### src/rtl/core/mpcd_pkg.sv
package mpcd_pkg;

    // Field widths fixed by the converter and the report format.
    localparam int SAMPLE_W  = 12;
    localparam int PERCENT_W = 7;
    localparam int BIT_W     = $clog2(SAMPLE_W);

    // Scaling to percent: (diff * 100) >> 12.
    localparam int PCT_SCALE   = 100;
    localparam int SCALE_W     = 7;
    localparam int SCALE_SHIFT = 12;
    localparam int PROD_W      = SAMPLE_W + SCALE_W;

    // Default window depth.
    localparam int WINDOW_SIZE_DEF = 16;

    // Request codes.
    localparam logic REQ_SAMPLE = 1'b0;
    localparam logic REQ_POLL   = 1'b1;

    typedef struct packed {
        logic                req_type;
        logic [SAMPLE_W-1:0] sample;
    } t_in_req;

    typedef struct packed {
        logic [PERCENT_W-1:0] percent;
        logic                 changed;
    } t_out_res;

    // Control from the sequencer to the window unit.
    typedef struct packed {
        logic                wr;
        logic [SAMPLE_W-1:0] wr_data;
        logic                start;
    } t_sel_ctl;

    // Status from the window unit back to the sequencer.
    typedef struct packed {
        logic                done;
        logic [SAMPLE_W-1:0] median;
    } t_sel_sts;

    typedef enum logic [1:0] {
        ST_IDLE,
        ST_SELECT,
        ST_SCALE,
        ST_REPORT
    } t_state;

endpackage

### src/rtl/core/mpcd_window.sv
module mpcd_window
    import mpcd_pkg::*;
#(
    parameter int WINDOW_SIZE = WINDOW_SIZE_DEF
) (
    input  logic     i_clk,
    input  logic     i_rst_n,
    input  t_sel_ctl i_ctl,
    output t_sel_sts o_sts
);

    localparam int PTR_W = $clog2(WINDOW_SIZE);
    localparam int CNT_W = $clog2(WINDOW_SIZE + 1);
    localparam int RANK  = WINDOW_SIZE / 2;

    logic [SAMPLE_W-1:0]    r_win [WINDOW_SIZE];
    logic [PTR_W-1:0]       r_ptr;
    logic [WINDOW_SIZE-1:0] r_cand;
    logic [CNT_W-1:0]       r_k;
    logic [BIT_W-1:0]       r_bit;
    logic                   r_busy;
    logic                   r_done;
    logic [SAMPLE_W-1:0]    r_median;

    logic [WINDOW_SIZE-1:0] w_msb;
    logic [WINDOW_SIZE-1:0] w_zero;
    logic [CNT_W-1:0]       n_cnt0;
    logic                   w_take_one;

    // Current top bit of every entry, and the candidates that hold a zero there.
    always_comb begin
        for (int i = 0; i < WINDOW_SIZE; i++) begin
            w_msb[i] = r_win[i][SAMPLE_W-1];
        end
        w_zero = r_cand & ~w_msb;
    end

    // Count of candidates with a zero in the current bit.
    always_comb begin
        n_cnt0 = '0;
        for (int i = 0; i < WINDOW_SIZE; i++) begin
            n_cnt0 = n_cnt0 + CNT_W'(w_zero[i]);
        end
    end

    // The wanted rank lies among the ones when it is not below the zero count.
    assign w_take_one = (r_k >= n_cnt0);

    // Window storage: ring writes, and a one-bit rotation per select step.
    // After SAMPLE_W steps every entry is back in its original alignment.
    always_ff @(posedge i_clk) begin
        if (!i_rst_n) begin
            for (int i = 0; i < WINDOW_SIZE; i++) begin
                r_win[i] <= '0;
            end
            r_ptr <= '0;
        end else if (r_busy) begin
            for (int i = 0; i < WINDOW_SIZE; i++) begin
                r_win[i] <= {r_win[i][SAMPLE_W-2:0], r_win[i][SAMPLE_W-1]};
            end
        end else if (i_ctl.wr) begin
            r_win[r_ptr] <= i_ctl.wr_data;
            if (r_ptr == PTR_W'(WINDOW_SIZE - 1)) begin
                r_ptr <= '0;
            end else begin
                r_ptr <= r_ptr + 1'b1;
            end
        end
    end

    // Radix select, most significant bit first, one bit per cycle.
    always_ff @(posedge i_clk) begin
        if (!i_rst_n) begin
            r_busy <= 1'b0;
            r_done <= 1'b0;
            r_bit  <= '0;
            r_k    <= '0;
            r_cand <= '0;
        end else begin
            r_done <= 1'b0;
            if (i_ctl.start && !r_busy) begin
                r_busy <= 1'b1;
                r_bit  <= '0;
                r_k    <= CNT_W'(RANK);
                r_cand <= '1;
            end else if (r_busy) begin
                if (w_take_one) begin
                    r_k    <= r_k - n_cnt0;
                    r_cand <= r_cand & w_msb;
                end else begin
                    r_cand <= w_zero;
                end
                if (r_bit == BIT_W'(SAMPLE_W - 1)) begin
                    r_busy <= 1'b0;
                    r_done <= 1'b1;
                end else begin
                    r_bit <= r_bit + 1'b1;
                end
            end
        end
    end

    // The median is built up one result bit per step.
    always_ff @(posedge i_clk) begin
        if (r_busy) begin
            r_median <= {r_median[SAMPLE_W-2:0], w_take_one};
        end
    end

    assign o_sts.done   = r_done;
    assign o_sts.median = r_median;

    // The candidate set never runs empty while a select is in progress.
    a_cand_nonempty: assert property (@(posedge i_clk) disable iff (!i_rst_n)
        r_busy |-> (r_cand != '0))
        else $error("select candidate set ran empty");

    // The remaining rank always lies inside the candidate set.
    a_rank_in_set: assert property (@(posedge i_clk) disable iff (!i_rst_n)
        r_busy |-> (r_k < CNT_W'($countones(r_cand))))
        else $error("select rank outside candidate set");

    // Done follows the last select step and nothing else.
    a_done_after_busy: assert property (@(posedge i_clk) disable iff (!i_rst_n)
        r_done |-> $past(r_busy))
        else $error("select done without a preceding step");

endmodule

### src/rtl/core/median_percent_change_detector_top.sv
// Sample request: written into the window when accepted, no result; the next request is taken in the next cycle.
// Poll request: result registered after the 12-step bit-serial median select over the
// window (one sample bit per cycle), then the scaling and report stages.
// The input is stalled while a poll is in progress, also while the report waits on the output.
// Reset (synchronous, active low) clears the window, ring pointer, last reported percent,
// zero offset and all handshake state.
module median_percent_change_detector_top
    import mpcd_pkg::*;
#(
    parameter int WINDOW_SIZE = WINDOW_SIZE_DEF
) (
    input  logic                i_clk,
    input  logic                i_rst_n,
    input  logic                i_in_valid,
    output logic                o_in_stall,
    input  t_in_req             i_in_data,
    output logic                o_out_valid,
    input  logic                i_out_stall,
    output t_out_res            o_out_data,
    input  logic                i_cfg_we,
    input  logic [SAMPLE_W-1:0] i_cfg_wdata
);

    t_state               r_state;
    t_state               n_state;
    logic [SAMPLE_W-1:0]  r_zero_offset;
    logic [PERCENT_W-1:0] r_last;
    logic [SAMPLE_W-1:0]  r_diff;
    logic [PERCENT_W-1:0] r_pct;
    logic                 r_out_valid;
    t_out_res             r_out;

    t_sel_ctl             s_ctl;
    t_sel_sts             s_sts;

    logic                 w_accept;
    logic                 w_out_free;
    logic [PROD_W-1:0]    w_prod;
    logic [PERCENT_W:0]   w_delta;
    logic                 w_changed;

    // Requests are taken only while the sequencer is idle.
    assign o_in_stall = (r_state != ST_IDLE);

    assign w_accept   = i_in_valid && !o_in_stall;
    assign w_out_free = !r_out_valid || !i_out_stall;

    // Window and median select unit.
    mpcd_window #(
        .WINDOW_SIZE (WINDOW_SIZE)
    ) u_window (
        .i_clk   (i_clk),
        .i_rst_n (i_rst_n),
        .i_ctl   (s_ctl),
        .o_sts   (s_sts)
    );

    // Configuration register.
    always_ff @(posedge i_clk) begin
        if (!i_rst_n) begin
            r_zero_offset <= '0;
        end else if (i_cfg_we) begin
            r_zero_offset <= i_cfg_wdata;
        end
    end

    // Sequencer state register.
    always_ff @(posedge i_clk) begin
        if (!i_rst_n) begin
            r_state <= ST_IDLE;
        end else begin
            r_state <= n_state;
        end
    end

    // Next state and window control.
    always_comb begin
        n_state       = r_state;
        s_ctl.wr      = 1'b0;
        s_ctl.wr_data = i_in_data.sample;
        s_ctl.start   = 1'b0;
        case (r_state)
            ST_IDLE: begin
                if (w_accept) begin
                    if (i_in_data.req_type == REQ_POLL) begin
                        s_ctl.start = 1'b1;
                        n_state     = ST_SELECT;
                    end else begin
                        s_ctl.wr = 1'b1;
                    end
                end
            end
            ST_SELECT: begin
                if (s_sts.done) begin
                    n_state = ST_SCALE;
                end
            end
            ST_SCALE: begin
                n_state = ST_REPORT;
            end
            ST_REPORT: begin
                if (w_out_free) begin
                    n_state = ST_IDLE;
                end
            end
            default: begin
                n_state = ST_IDLE;
            end
        endcase
    end

    // Offset removal, floored at zero, captured when the median is ready.
    always_ff @(posedge i_clk) begin
        if (r_state == ST_SELECT && s_sts.done) begin
            if (s_sts.median > r_zero_offset) begin
                r_diff <= s_sts.median - r_zero_offset;
            end else begin
                r_diff <= '0;
            end
        end
    end

    // Percent scaling: multiply by 100 and drop the low 12 bits.
    assign w_prod = PROD_W'(r_diff) * PROD_W'(PCT_SCALE);

    always_ff @(posedge i_clk) begin
        if (r_state == ST_SCALE) begin
            r_pct <= w_prod[SCALE_SHIFT +: PERCENT_W];
        end
    end

    // Deadband: a change is a move of more than one percent.
    always_comb begin
        if (r_pct > r_last) begin
            w_delta = {1'b0, r_pct} - {1'b0, r_last};
        end else begin
            w_delta = {1'b0, r_last} - {1'b0, r_pct};
        end
        w_changed = (w_delta > (PERCENT_W + 1)'(1));
    end

    // Last reported percent.
    always_ff @(posedge i_clk) begin
        if (!i_rst_n) begin
            r_last <= '0;
        end else if (r_state == ST_REPORT && w_out_free && w_changed) begin
            r_last <= r_pct;
        end
    end

    // Output register.
    always_ff @(posedge i_clk) begin
        if (!i_rst_n) begin
            r_out_valid <= 1'b0;
        end else if (r_state == ST_REPORT && w_out_free) begin
            r_out_valid <= 1'b1;
        end else if (!i_out_stall) begin
            r_out_valid <= 1'b0;
        end
    end

    always_ff @(posedge i_clk) begin
        if (r_state == ST_REPORT && w_out_free) begin
            r_out.percent <= r_pct;
            r_out.changed <= w_changed;
        end
    end

    assign o_out_valid = r_out_valid;
    assign o_out_data  = r_out;

    // A request that could start a select is never taken while one is running.
    a_no_accept_busy: assert property (@(posedge i_clk) disable iff (!i_rst_n)
        (r_state != ST_IDLE) |-> o_in_stall)
        else $error("request accepted while a poll is in progress");

    // Select completion is only seen while the sequencer waits for it.
    a_done_in_select: assert property (@(posedge i_clk) disable iff (!i_rst_n)
        s_sts.done |-> (r_state == ST_SELECT))
        else $error("median ready outside the select phase");

    // A new result appears only from the report stage.
    a_out_from_report: assert property (@(posedge i_clk) disable iff (!i_rst_n)
        $rose(o_out_valid) |-> ($past(r_state) == ST_REPORT))
        else $error("result appeared without a report");

    // A flagged change is the value now held as last reported.
    a_changed_tracks_last: assert property (@(posedge i_clk) disable iff (!i_rst_n)
        (o_out_valid && o_out_data.changed) |-> (r_last == o_out_data.percent))
        else $error("changed result disagrees with last reported percent");

    // Percent stays below one hundred.
    a_percent_range: assert property (@(posedge i_clk) disable iff (!i_rst_n)
        o_out_valid |-> (o_out_data.percent < PERCENT_W'(PCT_SCALE)))
        else $error("percent out of range");

endmodule

### config.mk
export PLATFORM = sky130hd
export DESIGN_NAME = median_percent_change_detector_top
export DESIGN_NICKNAME = d
export VERILOG_FILES = /design/src/rtl/core/mpcd_pkg.sv /design/src/rtl/core/mpcd_window.sv /design/src/rtl/core/median_percent_change_detector_top.sv
export SDC_FILE = /design/constraint.sdc
export NUM_CORES = 1
export LEC_CHECK = 0
export ABC_AREA = 1
export BUFFER_PORTS_ARGS = -buffer_cell sky130_fd_sc_hd__buf_2
export CORE_MARGIN = 2
export CORE_UTILIZATION = 40
export CTS_BUF_LIST = sky130_fd_sc_hd__clkbuf_8
export CTS_CLUSTER_SIZE = 25
export DETAILED_ROUTE_END_ITERATION = 12
export PLACE_DENSITY_LB_ADDON = 0.1
export SYNTH_ARGS = -nofsm -noshare
export SYNTH_HDL_FRONTEND = slang
export SYNTH_SLANG_ARGS = --single-unit
### constraint.sdc
create_clock -name i_clk -period 6.9 [get_ports i_clk]
set_clock_uncertainty 0.2 [all_clocks]
set_input_delay 0.345 -clock i_clk [delete_from_list [all_inputs] [get_ports i_clk]]
set_output_delay 0.345 -clock i_clk [all_outputs]
set_load 0.01 [all_outputs]
==> impl_metrics.tcl, run 1 <==
set metrics [dict create \
    use_met3 0.0313 \
    crit_path_end_kind "register" \
    ys_types 43 \
    cts.sinks 284 \
    synth_ff_type "edfxtp_1" \
    busiest_layer "met2" \
    core_area_um2 36600 \
    place_area_um2 15400 \
    syn_area_um2 14900 \
    grt_antenna_before_repair 0 \
    drc_errors 0 \
    max-vdd-ir-drop_mv 0.392 \
    fin_crit_sh 0.888 \
    synth_cells 1530 \
    grt_pass1_wl_um 56600 \
    synth_area_per_cell_um2 9.74 \
    drive_above_1_share 0.0961 \
    yosys.area.top_type "edfxtp_1" \
    ys_seq_area_frac 0.537 \
    p_leak_uw 0.00687 \
    min_path_type "in -> reg" \
    cts_root_buf "clkbuf_8" \
    clk_pin_slew_ps 70 \
    start_kind "register" \
    maxCapViolCount 0 \
    final_antenna_net_count 0 \
    synthTopCellsByArea "edfxtp_1 47%, nand3_1 7.9%, dfxtp_1 7.1%" \
    wl_per_cell_um 17.0 \
    cts_inserted_buffers 50 \
    power_uw 5850 \
    synth_edf_count 231 \
    syn-num-nets 1664 \
    status "finished clean" \
    rsz0062_at_grt "no" \
    critical_path_arrival_ps 6490 \
    die_w_um 197 \
    post-place-ws_ps 725 \
    relSlewSlack 0.263 \
    design_area_um2 16600 \
    drt_iter0_markers 837 \
    cp.required_ps 7260 \
    vias_per_cell 5.29 \
    num_vias 11000 \
    htree_levels 2 \
    pin_count 40 \
    insertion_delay_ps 620 \
    max-clock-path-buffers 3 \
    layout_min_cycle_time_ps 6130 \
    yosysTopAreaCellShare 0.466 \
    io_buffers 39 \
    wirelength_um 35200 \
    final-setup-viol-count 0 \
    finalHoldViolations 0 \
    area_delta_synth_final_pct 11.7 \
    fin_hold_ws_ps 115 \
    path_max_fanout 16 \
    fp-row-count 70 \
    finalMaxSlewViolations 0 \
    fin_tns_setup_ps 0 \
    async_reset_ff_frac 0 \
    fmax_mhz 163 \
    setup_ws_ps 771 \
    met1_usage 0.252 \
    die_area_um2 38800 \
    grt_pass1_vias 10600 \
    met2_usage 0.302 \
    tightest_slew_ps 1110 \
    antenna_cells 0 \
    cts_tree "built" \
    power_density_nw_per_um2 352 \
    grtUsageTotal 0.185 \
    ys_warn_count 0 \
    hpwl_um 21800 \
    overflow 0 \
    start_util 0.407 \
    worstSetupPathType "reg -> reg" \
    ys_seq_elements 284 \
    r2r_slack_ps 770 \
    die_h_um 197 \
    grt_max_degree 85 \
    layout.nets 1696 \
    routabilityCongestion 0.837 \
    ctsResizeCount 0 \
    drt-pass1-iter-count 5 \
]
## power breakdown
group	internal, uW	switching, uW
registers	2160	116
clock network	936	729
logic	613	1300
total	3710	2140
## critical path, cell delays in order, from the launching register on
cell and delay, ps:
edfxtp_1 420, nor2_1 170, ha_1 250, inv_1 80, fa_1 410, fa_1 510, fa_1 540, inv_1 50
fa_1 560, fa_1 200, inv_1 60, fa_1 390, o21ai_0 190, nand2_1 70, ha_1 340, a21oi_1 160
o21a_1 140, nand3_1 410, inv_1 530, nand2_1 100, nand3_1 110, o211ai_1 110, inv_1 80
## cell type report
class / instances / area, um^2
repair buffers: 65 / 442
clock buffers: 56 / 771
flip-flops and latches: 284 / 8000
inverters: 202 / 758
multi-input cells: 959 / 5790
well taps: 468 / 586
fillers: 3475 / 20000
clock inverters: 36 / 290
## registers in the layout (all words and copies together), names as in the netlist
| name | count |
|---|---|
| u_window.r_win | 192 |
| u_window.r_cand | 16 |
| r_diff | 12 |
| r_zero_offset | 12 |
| u_window.r_median | 12 |
| o_out_data | 8 |
| r_last | 7 |
| r_pct | 7 |
| u_window.r_k | 5 |
| u_window.r_bit | 4 |
| u_window.r_ptr | 4 |
| r_state | 2 |
| o_out_valid | 1 |
| u_window.r_busy | 1 |
| u_window.r_done | 1 |
## synthesized netlist by cell type (9+ instances only)
cell / instances
o21ai_1: 79
buf_1: 11
o21ai_2: 9
xor2_1: 14
nor2_1: 51
o211ai_1: 15
dfxtp_1: 53
ha_1: 84
a21oi_1: 55
nand4_1: 23
o21ai_0: 129
clkbuf_1: 56
fa_1: 20
buf_2: 14
nand2_1: 182
inv_1: 198
nand3_1: 236
edfxtp_1: 231
## what timing repair did
| item | in CTS | in global routing |
|---|---|---|
| setup buffers | 0 | 0 |
| hold endpoints to repair | 24 | 0 |
| hold buffers | 18 | 0 |
## metrics by stage
stage | cells | utilization
final | 2070 | 0.454
after detailed placement | 1960 | 0.420
after global placement | 1960 | 0.420
after CTS | 2070 | 0.454
after global routing | 2070 | 0.454
after floorplan | 1530 | -
## final timing paths
path | startpoint | to | cells past startpoint
worst max-delay path | u_window.r_win[0][11]$_DFFE_PP_ | u_window.r_cand[10]$_SDFFE_PN0P_ | 22
worst min-delay path | i_cfg_we | r_zero_offset[3]$_SDFFE_PN0P_ | 3
worst max register to register | u_window.r_win[0][11]$_DFFE_PP_ | u_window.r_cand[10]$_SDFFE_PN0P_ | 22
worst min register to register | u_window.r_median[7]$_DFFE_PP_ | u_window.r_median[8]$_DFFE_PP_ | 0
## cell usage in the layout (no fill, tap or decap), drive strengths merged, types with 3 or more instances in the layout
cell type    instances
nor2                52
nand3              241
bufinv               5
buf                 47
a21o                 3
dlygate4sd3         18
o21ai              217
clkbuf              56
inv                217
nor3                 6
or2                  6
nand4               30
dfxtp               53
ha                  84
xor2                14
o22ai                3
clkinv              16
a21oi               55
xnor2                7
o211ai              15
edfxtp             231
nand2              184
o21bai               4
a31oi                6
fa                  20
## cells by family (layout without fill, tap and decap cells)
family / count (synthesis) / count (layout) / synth area share
AND/OR/NAND/NOR: 523 / 523 / 0.166
AO/OA/AOI/OAI: 311 / 311 / 0.113
buffers and inverters: 287 / 359 / 0.0746
flip-flops: 284 / 284 / 0.537
adder cells (fa/ha/maj): 104 / 104 / 0.0974
XOR/XNOR: 21 / 21 / 0.0123
## metal layers
layer,part of all wire,up-vias
li1,-,5400
met1,0.47,5309
met2,0.47,199
met3,0.040,50
met4,0.018,0
met5,0,-
Note: power is estimated with default switching activity, not from simulation.
==> inputs of run 2 (changes only) <==
CAP_MARGIN = 20   (was not set)
GPL_TIMING_DRIVEN = 0   (was not set)
==> run 2 against run 1 <==
Compared with the run above: combinational power grew 6%; cell count grew 4.3%; final area grew 1.8%; utilization grew 0.82 points; largest cell class unchanged.
==> impl_metrics.tcl, run 2 (same netlist as run 1, synthesis figures left out) <==
set metrics [dict create \
    wl_met3_um 1570 \
    fin_tns_setup_ps 0 \
    drt-pass1-iter-count 5 \
    design_area_um2 16900 \
    wl_met1_um 17300 \
    htree_levels 2 \
    max-clock-path-buffers 3 \
    cts_inserted_buffers 53 \
    critical_path_arrival_ps 6190 \
    routabilityCongestion 0.861 \
    power_density_nw_per_um2 348 \
    worstSetupPathType "reg -> reg" \
    min_path_type "in -> reg" \
    die_w_um 197 \
    path_max_fanout 10 \
    overflow 0 \
    post-place-ws_ps 1030 \
    drt_iter0_markers 751 \
    cts_root_buf "clkbuf_8" \
    fin_hold_ws_ps 38.1 \
    drive_above_1_share 0.0964 \
    fin_crit_sh 0.853 \
    max-vdd-ir-drop_mv 0.232 \
    tightest_slew_ps 940 \
    grtUsageTotal 0.195 \
    dr.max_layer_used "met4" \
    place_area_um2 15700 \
    final_antenna_net_count 0 \
    insertion_delay_ps 620 \
    start_kind "register" \
    layout_min_cycle_time_ps 5880 \
    finalMaxSlewViolations 0 \
    clk_pin_slew_ps 60 \
    num_vias 11300 \
    final_cell_mix "236 x nand3_1, 231 x edfxtp_1, 215 x inv_1, 182 x nand2_1, 129 x o21ai_0" \
    die_h_um 197 \
    pin_count 40 \
    cts.sinks 284 \
    die_area_um2 38800 \
    wl_met2_um 17300 \
    final-setup-viol-count 0 \
    largest_register_ffs 192 \
    final_common_cell "nand3_1" \
    core_area_um2 36600 \
    fmax_mhz 170 \
    finalHoldViolations 0 \
    area_delta_synth_final_pct 13.7 \
    top_regs "u_window.r_win: 192 flops, u_window.r_cand: 16 flops" \
    vias_per_cell 5.25 \
    status "finished clean" \
    relSlewSlack 0.373 \
    grt_pass1_vias 11300 \
    drc_errors 0 \
    cts_tree "built" \
    rsz0062_at_grt "no" \
    io_buffers 39 \
    layout.nets 1781 \
    grt_pass1_wl_um 59900 \
    hpwl_um 25300 \
    start_util 0.407 \
    setup_ws_ps 1020 \
    grt_antenna_before_repair 0 \
    wirelength_um 37000 \
    antenna_cells 0 \
    cp.required_ps 7200 \
    grt_max_degree 18 \
    crit_path_end_kind "register" \
    fp-row-count 70 \
    maxCapViolCount 0 \
    post_cts_buffers 0 \
    wl_per_cell_um 17.2 \
    regMostFlops "u_window.r_win" \
    p_leak_uw 0.00699 \
]
==> run 2: cell types whose count changed in the layout (fill, tap and decap cells not counted), moves of 4 or more <==
| cell | before | now |
|---|---|---|
| clkbuf_1 | 0 | 56 |
| buf_2 | 38 | 53 |
| buf_1 | 0 | 11 |
| buf_4 | 8 | 2 |
| inv_1 | 210 | 215 |
| dlygate4sd3_1 | 18 | 22 |
==> run 2: area by class of cell <==
type | count | area [um^2]
flip-flops and latches | 284 | 8000
well taps | 468 | 586
clock inverters | 40 | 216
repair buffers | 62 | 427
fillers | 3569 | 19700
multi-input cells | 959 | 5790
inverters | 202 | 758
plain buffers | 85 | 353
clock buffers | 59 | 812
==> run 2: what timing repair did <==
item	4_1_cts	5_1_grt
setup endpoints to repair	0	0
hold buffers	22	0
endpoints found under the hold margin	21	0
resized for setup	0	0
==> run 2: critical path, stage by stage, from the launching register on <==
cell,delay [ps]
edfxtp_1,440
nor2_1,200
ha_1,260
inv_1,80
fa_1,410
fa_1,530
fa_1,540
inv_1,50
fa_1,560
fa_1,190
inv_1,50
fa_1,390
o21ai_0,170
nand2_1,80
ha_1,330
inv_1,80
nor3_1,190
nand2_1,80
nand3_1,250
inv_1,140
buf_2,220
nand2_1,80
nand3_1,80
o211ai_1,110
inv_1,60
==> run 2: worst paths after layout <==
kind	start	to	slack, ps	cells after the start
setup / recovery	u_window.r_win[1][11]$_DFFE_PP_	u_window.r_cand[8]$_SDFFE_PN0P_	1020	24
hold / removal	i_in_data[7]	u_window.r_win[9][7]$_DFFE_PP_	40	3
setup reg to reg	u_window.r_win[1][11]$_DFFE_PP_	u_window.r_cand[8]$_SDFFE_PN0P_	1020	24
hold reg to reg	u_window.r_median[0]$_DFFE_PP_	u_window.r_median[1]$_DFFE_PP_	250	0
==> run 2: routing by layer <==
metal	global-route usage	up-vias
met3	0.0308	66
met1	0.263	5476
met2	0.322	198
li1	-	5589
met4	0.0629	0
met5	0	-
==> run 2: where the power goes <==
group | switching, uW | internal, uW
registers | 113 | 2160
logic | 1380 | 650
clock network | 735 | 857
==> run 2: per-stage QoR <==
stage | util | std cells | power, uW
6_report | 0.463 | 2159 | 5890
3_3_place_gp | 0.428 | 2037 | 4330
5_1_grt | 0.463 | 2159 | 6340
3_5_place_dp | 0.429 | 2038 | 4340
2_1_floorplan | - | 1530 | 3750
4_1_cts | 0.463 | 2159 | 5980
